===== src/rtl/tprs_pkg.sv =====
// Package for the timer prescale/reload split block.
// Shared widths, constants and the divider control struct.
// No dependencies.
package tprs_pkg;

  localparam int DIV_W = 32;
  localparam int CNT_W = 24;
  localparam int STEP_W = 6;

  localparam int PRESCALE_LIMIT_DEF = 256;
  localparam int RELOAD_MAX_DEF = 65535;

  localparam logic [DIV_W-1:0] US_PER_SEC = 32'd1000000;
  localparam logic [DIV_W-1:0] COUNT_LIMIT = 32'd16777215;
  localparam logic [DIV_W-1:0] BUS_CLOCK_RESET = 32'd8000000;

  typedef struct packed {
    logic start;
    logic narrow;
  } div_ctrl_t;

endpackage


===== src/rtl/tprs_div.sv =====
// Shared restoring divider, one quotient bit per cycle.
// Narrow mode runs CNT_W steps on a CNT_W-bit dividend. Uses tprs_pkg.
module tprs_div
  import tprs_pkg::*;
(
  input  logic             clk,
  input  logic             rst,
  input  div_ctrl_t        ctrl,
  input  logic [DIV_W-1:0] dividend,
  input  logic [DIV_W-1:0] divisor,
  output logic             done,
  output logic [DIV_W-1:0] quotient,
  output logic [DIV_W-1:0] remainder
);

  logic              busy;
  logic [STEP_W-1:0] left;
  logic [DIV_W-1:0]  rem;
  logic [DIV_W-1:0]  quo;
  logic [DIV_W-1:0]  dvs;
  logic [DIV_W:0]    part;
  logic [DIV_W+1:0]  diff;
  logic              ge;
  logic [DIV_W-1:0]  rem_next;
  logic [DIV_W-1:0]  quo_next;

  always_comb begin
    part = {rem, quo[DIV_W-1]};
    diff = {1'b0, part} - {2'b00, dvs};
    ge = ~diff[DIV_W+1];
    rem_next = ge ? diff[DIV_W-1:0] : part[DIV_W-1:0];
    quo_next = {quo[DIV_W-2:0], ge};
  end

  always_ff @(posedge clk) begin
    if (rst) begin
      busy <= 1'b0;
      done <= 1'b0;
      left <= '0;
    end else begin
      done <= 1'b0;
      if (ctrl.start) begin
        busy <= 1'b1;
        left <= ctrl.narrow ? STEP_W'(CNT_W) : STEP_W'(DIV_W);
      end else if (busy) begin
        left <= left - STEP_W'(1);
        if (left == STEP_W'(1)) begin
          busy <= 1'b0;
          done <= 1'b1;
        end
      end
    end
  end

  always_ff @(posedge clk) begin
    if (ctrl.start) begin
      rem <= '0;
      dvs <= divisor;
      quo <= ctrl.narrow ? {dividend[CNT_W-1:0], {(DIV_W-CNT_W){1'b0}}} : dividend;
    end else if (busy) begin
      rem <= rem_next;
      quo <= quo_next;
    end
  end

  assign quotient = quo;
  assign remainder = rem;

endmodule


===== src/rtl/tprs_seq.sv =====
// Sequencer: interval to count, then factor search on the shared divider.
// Depends on tprs_pkg; drives one tprs_div.
module tprs_seq
  import tprs_pkg::*;
#(
  parameter int PRESCALE_LIMIT = PRESCALE_LIMIT_DEF,
  parameter int RELOAD_MAX = RELOAD_MAX_DEF
) (
  input  logic             clk,
  input  logic             rst,
  input  logic [DIV_W-1:0] bus_clock_hz,
  input  logic             start,
  input  logic [DIV_W-1:0] interval,
  output logic             idle,
  output logic             res_valid,
  input  logic             res_take,
  output logic             res_error,
  output logic [7:0]       res_prescale,
  output logic [15:0]      res_reload,
  output div_ctrl_t        div_ctrl,
  output logic [DIV_W-1:0] div_a,
  output logic [DIV_W-1:0] div_b,
  input  logic             div_done,
  input  logic [DIV_W-1:0] div_q,
  input  logic [DIV_W-1:0] div_r
);

  localparam int FAC_W = $clog2(PRESCALE_LIMIT);
  localparam logic [FAC_W-1:0] FAC_LAST = FAC_W'(PRESCALE_LIMIT - 1);
  localparam logic [DIV_W-1:0] RELOAD_TOP = DIV_W'(RELOAD_MAX);

  localparam logic [2:0] S_IDLE = 3'd0;
  localparam logic [2:0] S_INNER = 3'd1;
  localparam logic [2:0] S_COUNT = 3'd2;
  localparam logic [2:0] S_FAC = 3'd3;
  localparam logic [2:0] S_DONE = 3'd4;

  logic [2:0]       state;
  logic [FAC_W-1:0] fac;
  logic [FAC_W-1:0] fac_m1;
  logic [CNT_W-1:0] count;

  assign fac_m1 = fac - FAC_W'(1);

  always_ff @(posedge clk) begin
    if (rst) begin
      state <= S_IDLE;
      div_ctrl <= '0;
    end else begin
      div_ctrl <= '0;
      case (state)
        S_IDLE: begin
          if (start) begin
            if (interval == '0) begin
              state <= S_DONE;
            end else begin
              div_ctrl.start <= 1'b1;
              state <= S_INNER;
            end
          end
        end
        S_INNER: begin
          if (div_done) begin
            if (div_q == '0) begin
              state <= S_DONE;
            end else begin
              div_ctrl.start <= 1'b1;
              state <= S_COUNT;
            end
          end
        end
        S_COUNT: begin
          if (div_done) begin
            if (div_q > COUNT_LIMIT) begin
              state <= S_DONE;
            end else begin
              div_ctrl.start <= 1'b1;
              div_ctrl.narrow <= 1'b1;
              state <= S_FAC;
            end
          end
        end
        S_FAC: begin
          if (div_done) begin
            if ((div_r == '0 && div_q <= RELOAD_TOP) || fac == FAC_LAST) begin
              state <= S_DONE;
            end else begin
              div_ctrl.start <= 1'b1;
              div_ctrl.narrow <= 1'b1;
            end
          end
        end
        S_DONE: begin
          if (res_take) begin
            state <= S_IDLE;
          end
        end
        default: state <= S_IDLE;
      endcase
    end
  end

  always_ff @(posedge clk) begin
    case (state)
      S_IDLE: begin
        res_error <= 1'b1;
        res_prescale <= '0;
        res_reload <= '0;
        div_a <= US_PER_SEC;
        div_b <= interval;
        fac <= FAC_W'(1);
      end
      S_INNER: begin
        div_a <= bus_clock_hz;
        div_b <= div_q;
      end
      S_COUNT: begin
        count <= div_q[CNT_W-1:0];
        div_a <= DIV_W'(div_q[CNT_W-1:0]);
        div_b <= DIV_W'(1);
      end
      S_FAC: begin
        if (div_done) begin
          if (div_r == '0 && div_q <= RELOAD_TOP) begin
            res_error <= 1'b0;
            res_prescale <= 8'(fac_m1);
            res_reload <= div_q[15:0] - 16'd1;
          end else begin
            fac <= fac + FAC_W'(1);
            div_a <= DIV_W'(count);
            div_b <= DIV_W'(fac + FAC_W'(1));
          end
        end
      end
      default: begin
      end
    endcase
  end

  assign idle = (state == S_IDLE);
  assign res_valid = (state == S_DONE);

endmodule


===== src/rtl/timer_prescale_reload_split_unit.sv =====
// Timer prescale/reload split: interval in us to prescale and reload.
// Top level; uses tprs_pkg, tprs_seq and tprs_div.
//
// Usage: write bus_clock_hz through cfg_we/cfg_wdata (reset 8000000) while
// idle. Present interval_us with in_valid; the item is taken on a cycle with
// in_valid high and in_stall low. One result item follows on out_valid with
// error, prescale_value and reload_value; it is taken when out_stall is low.
// Steps: all work runs on one bit-serial divider: 1000000/interval, then
// bus/divisor, then one division of the count per trial factor. A zero
// interval answers without the divider; an overlong one stops after the
// first division. One item is in work at a time; in_stall stays high
// from acceptance until the result moves into the output register. A
// stalled result holds in the output register, and the next item may be
// accepted and computed meanwhile; its result waits in the sequencer
// until the output register frees up.
// Reset clears the sequencer, divider and output valid, and reloads the
// bus clock register.
module timer_prescale_reload_split_unit
  import tprs_pkg::*;
#(
  parameter int PRESCALE_LIMIT = PRESCALE_LIMIT_DEF,
  parameter int RELOAD_MAX = RELOAD_MAX_DEF
) (
  input  logic        clk,
  input  logic        rst,
  input  logic        cfg_we,
  input  logic [31:0] cfg_wdata,
  input  logic        in_valid,
  output logic        in_stall,
  input  logic [31:0] interval_us,
  output logic        out_valid,
  input  logic        out_stall,
  output logic        error,
  output logic [7:0]  prescale_value,
  output logic [15:0] reload_value
);

  logic [DIV_W-1:0] bus_clock_hz;
  logic             idle;
  logic             res_valid;
  logic             res_take;
  logic             res_error;
  logic [7:0]       res_prescale;
  logic [15:0]      res_reload;
  div_ctrl_t        div_ctrl;
  logic [DIV_W-1:0] div_a;
  logic [DIV_W-1:0] div_b;
  logic             div_done;
  logic [DIV_W-1:0] div_q;
  logic [DIV_W-1:0] div_r;

  always_ff @(posedge clk) begin
    if (rst) begin
      bus_clock_hz <= BUS_CLOCK_RESET;
    end else if (cfg_we) begin
      bus_clock_hz <= cfg_wdata;
    end
  end

  assign in_stall = ~idle;

  tprs_seq #(
    .PRESCALE_LIMIT(PRESCALE_LIMIT),
    .RELOAD_MAX(RELOAD_MAX)
  ) u_seq (
    .clk(clk),
    .rst(rst),
    .bus_clock_hz(bus_clock_hz),
    .start(in_valid & idle),
    .interval(interval_us),
    .idle(idle),
    .res_valid(res_valid),
    .res_take(res_take),
    .res_error(res_error),
    .res_prescale(res_prescale),
    .res_reload(res_reload),
    .div_ctrl(div_ctrl),
    .div_a(div_a),
    .div_b(div_b),
    .div_done(div_done),
    .div_q(div_q),
    .div_r(div_r)
  );

  tprs_div u_div (
    .clk(clk),
    .rst(rst),
    .ctrl(div_ctrl),
    .dividend(div_a),
    .divisor(div_b),
    .done(div_done),
    .quotient(div_q),
    .remainder(div_r)
  );

  assign res_take = res_valid & (~out_valid | ~out_stall);

  always_ff @(posedge clk) begin
    if (rst) begin
      out_valid <= 1'b0;
    end else if (res_take) begin
      out_valid <= 1'b1;
    end else if (~out_stall) begin
      out_valid <= 1'b0;
    end
  end

  always_ff @(posedge clk) begin
    if (res_take) begin
      error <= res_error;
      prescale_value <= res_prescale;
      reload_value <= res_reload;
    end
  end

  a_err_zero: assert property (@(posedge clk) disable iff (rst)
    out_valid && error |-> prescale_value == 8'd0 && reload_value == 16'd0)
    else $error("error result carries nonzero fields");

  a_pre_range: assert property (@(posedge clk) disable iff (rst)
    out_valid && !error |-> 32'(prescale_value) <= 32'(PRESCALE_LIMIT - 2))
    else $error("prescale beyond factor range");

  a_div_idle: assert property (@(posedge clk) disable iff (rst)
    div_done |-> !idle && !res_valid)
    else $error("divider finished with no step waiting");

  a_take_idle: assert property (@(posedge clk) disable iff (rst)
    res_take |=> idle)
    else $error("sequencer not idle after handing off result");

endmodule

===== config.mk =====
export PLATFORM = sky130hd
export DESIGN_NAME = timer_prescale_reload_split_unit
export DESIGN_NICKNAME = d
export VERILOG_FILES = /design/src/rtl/tprs_pkg.sv /design/src/rtl/tprs_div.sv /design/src/rtl/tprs_seq.sv /design/src/rtl/timer_prescale_reload_split_unit.sv
export SDC_FILE = /design/constraint.sdc
export NUM_CORES = 1
export LEC_CHECK = 0
export BUFFER_PORTS_ARGS = -buffer_cell sky130_fd_sc_hd__buf_2
export CORE_MARGIN = 2
export CORE_UTILIZATION = 50
export CTS_CLUSTER_DIAMETER = 80
export DETAILED_ROUTE_END_ITERATION = 7
export HOLD_SLACK_MARGIN = 0.02
export PLACE_DENSITY = 0.7
export RECOVER_POWER = 25
export REMOVE_ABC_BUFFERS = 1
export SETUP_SLACK_MARGIN = 0.1
export SLEW_MARGIN = 20
export SYNTH_ARGS = -nofsm -noshare
export SYNTH_HDL_FRONTEND = slang
export SYNTH_SLANG_ARGS = --single-unit

===== constraint.sdc =====
create_clock -name clk -period 5.2 [get_ports clk]
set_clock_uncertainty 0.2 [all_clocks]
set_input_delay 1.04 -clock clk [delete_from_list [all_inputs] [get_ports clk]]
set_output_delay 1.04 -clock clk [all_outputs]
set_load 0.005 [all_outputs]

==> summary.txt <==
Status
  – Failing checks: capacitance limit, slew limit
  – Outcome: finished with violations

Synth
  – #FFs+latches synth: 288
  – Post-synth EDFFs: 210
  – Cell Area, Synth: 13700 µm²
  – Async SR Flop Fraction: 0%
  – Mux contribution to synthesized area: 7.67%
  – Syn_area_per_cell: 11.5 µm²
  – Synth unique cells: 61
  – Compound-gate portion of the synthesized area: 12.8%
  – Syn Inst Count: 1196
  – Area share of fa/ha/maj cells after synthesis: 3.53%
  – Syn. warnings: 0
  – Sequential fraction of the synthesis area: 57.4%
  – Largest family of logic cells by synthesized area: compound AO/OA/AOI/OAI gates
  – Synth Area in Simple Gates: 11.5%
  – Area share of xor/xnor cells in the synthesized design: 3.39%
  – Synth Flop Type: edfxtp_1

Die
  – Die X: 170 µm
  – Die ar.: 28700 µm²
  – Core area: 27000 µm²
  – Die height: 170 µm
  – Site row count: 60
  – # IOs: 96
  – Starting Density: 50.8%

Power
  – PD cells: 595 nW/µm²
  – Maximum vdd drop: 0.000306 V
  – Total power draw: 9.16 mW
  – Leakage power total: 5.91 nW

Layout
  – Area added between synthesis and finish: 12.4%
  – Layout cells sized above 1: 15.5%
  – Diode count: 0
  – Final #Nets: 1371
  – Final core occ: 57.1%

Min path
  – WHS Endpoint: u_div.dvs[7]$_DFFE_PP_
  – Hold depth: 0
  – Worst min-delay path startpoint: u_seq.div_b[7]$_DFFE_PP_
  – Worst Hold Class: flip-flop to flip-flop

Setup path
  – Critical R2R Capture: u_div.remainder[28]$_SDFFE_PP0P_
  – Startpoint Class: flip-flop
  – Crit path capture type: flip-flop
  – CP Data Arrival Time: 4.03 ns
  – R2R depth: 13
  – Worst reg2reg startpoint: u_div.quotient[31]$_DFFE_PP_
  – Critical path class: flip-flop to flip-flop
  – Required time worst endpoint: 5.40 ns
  – R2R setup slack: 1.37 ns
  – Max Fanout on Critical Path: 5

STA
  – Setup Total Neg Slack: 0 ns
  – Final setup violation count: 0
  – Max-slew violation count: 108
  – Slew @ Worst Pin: 2.15 ns
  – RSZ-0062 raised after global routing: false
  – Max Clk Rate: 261 MHz
  – Final min period: 3.83 ns
  – Rel. slew slack: -43.2%
  – Fin crit share: 73.7%
  – Hold violation count in the final report: 0

Global route
  – GRT Residual Overflow: 0
  – Total GRT Usage: 22.2%
  – First-pass GRT wire length: 50200 µm
  – Number of global-route vias before repair: 9316
  – Largest net degree at the start of global routing: 72
  – Number of antenna violations at the first check in global routing: 0

Run
  – Max_cap viols: 3

Clock tree
  – CTS root buffer: clkbuf_16
  – Clock transition at the registers of the reported paths: 0.06 ns
  – H-tree depth: 1
  – Num CTS Buffers: 30
  – CTS sink count: 288
  – CTS Hold Bufs: 0
  – Cts repair resizes: 0
  – Setup bufs post-CTS: 0
  – CTS tree: built
  – Clk buf depth: 3
  – Clk_lat worst skew: 0.57 ns

Routing
  – Routed vias: 9461
  – DRT Wirelength: 31900 µm
  – Pre-antenna DRT Iters: 5
  – Via density: 5.81
  – WL per Instance: 19.6 µm
  – Post-route DRC: 0
  – Final antenna-violating net count: 0
  – Violation count after the first detailed-route iteration: 633

Placement
  – GPL Wtd Cong: 0.912
  – I/O Buffers: 95
  – Final HPWL DP: 22200 µm
## metal layers
metal	wire length (µm)	vias up	share of wire [%]	track usage, %
li1	-	4534	-	-
met1	13600	4607	43	29.1
met2	15500	249	49	38.0
met3	1540	71	4.8	2.68
met4	1250	0	3.9	8.47
met5	0	-	0	0
## worst max-delay path by stage
stage,from,endpoint,slack [ns],cells after the start
final,u_div.quotient[31]$_DFFE_PP_,u_div.remainder[28]$_SDFFE_PP0P_,1.37,13
after global routing,u_div.dvs[6]$_DFFE_PP_,u_div.remainder[0]$_SDFFE_PP0P_,1.07,12
after CTS,u_div.remainder[5]$_SDFFE_PP0P_,u_div.remainder[3]$_SDFFE_PP0P_,1.37,10
after detailed placement,u_div.dvs[6]$_DFFE_PP_,u_div.remainder[8]$_SDFFE_PP0P_,1.39,11
after global placement,u_div.dvs[11]$_DFFE_PP_,u_div.remainder[5]$_SDFFE_PP0P_,1.50,12
after floorplan,u_seq.state[2]$_SDFFE_PP0P_,u_seq.div_a[0]$_DFFE_PP_,0.30,3
## synthesized netlist by cell type, drive strengths merged (8+ instances only)
library cell / instances / area, µm²
a22oi: 21 / 171
a211oi: 29 / 218
nor3: 15 / 75.1
and2: 10 / 62.6
xor2: 23 / 201
nand2b: 17 / 106
a22o: 22 / 193
nor2: 154 / 578
ha: 37 / 463
clkbuf: 64 / 240
nor4: 23 / 144
mux2: 24 / 270
nand4: 13 / 81.3
a21o: 15 / 113
a211o: 8 / 70.1
buf: 9 / 57.6
o21ai: 44 / 220
nor2b: 15 / 93.8
nand2: 42 / 158
mux2i: 78 / 781
dfxtp: 78 / 1560
xnor2: 30 / 263
edfxtp: 210 / 6310
inv: 55 / 206
a21oi: 67 / 335
nand3: 10 / 55.1
## logic make-up after synthesis
logic type	Yosys count
flops	288
fa+ha+maj	38
buf+inv	129
simple gates	331
compound gates	255
mux	102
xor+xnor	53
## cells in the final DEF, fill, tap and decap left out, drive strengths merged, types with 30 or more instances in the layout
| master | n |
|---|---|
| mux2i | 78 |
| clkbuf | 42 |
| dfxtp | 78 |
| nand2 | 42 |
| inv | 56 |
| a21oi | 67 |
| nor2 | 154 |
| buf | 106 |
| ha | 37 |
| xnor2 | 30 |
| o21ai | 44 |
| edfxtp | 210 |
## registers in the layout, indices dropped and copies added (netlist names)
register / cells
bus_clock_hz: 32
error: 1
out_valid: 1
prescale_value: 8
reload_value: 16
u_div.busy: 1
u_div.done: 1
u_div.dvs: 32
u_div.left: 6
u_div.quotient: 32
u_div.remainder: 32
u_seq.count: 24
u_seq.div_a: 32
u_seq.div_b: 32
u_seq.div_ctrl: 2
u_seq.fac: 8
u_seq.res_error: 1
u_seq.res_prescale: 8
u_seq.res_reload: 16
u_seq.state: 3
## critical path: stages (launching register included)
cell	delay, ns
edfxtp_1	0.38
inv_1	0.12
ha_1	0.18
inv_1	0.06
fa_1	0.40
a21o_1	0.21
a221o_1	0.35
a31oi_1	0.33
o221ai_1	0.22
a311oi_2	0.56
nor3_1	0.12
o31a_1	0.30
a22oi_1	0.15
a211oi_1	0.09
## through the flow
step	std cells	area, µm²	setup WS [ns]	hold slack [ns]
after floorplan	1123	13400	0.300	0.200
after global placement	1573	14400	1.50	0.201
after detailed placement	1573	14400	1.39	0.205
after CTS	1629	15400	1.37	0.217
after global routing	1629	15400	1.07	0.225
final	1629	15400	1.37	0.214
## where the power goes
| part | total, mW | switching [mW] | leakage, nW | internal [mW] |
|---|---|---|---|---|
| registers | 3.97 | 0.566 | 2.76 | 3.40 |
| clock network | 2.09 | 0.899 | 0.480 | 1.19 |
| logic | 3.10 | 1.83 | 2.67 | 1.27 |
## layout make-up
class | count | area (µm²)
Clock inverter | 17 | 141
Timing Repair Buffer | 109 | 572
Sequential cell | 288 | 7870
Fill cell | 2218 | 11600
Multi-Input combinational cell | 779 | 5340
Clock buffer | 39 | 835
Tap cell | 341 | 427
Inverter | 56 | 210
(Power assumes the default switching activity.)
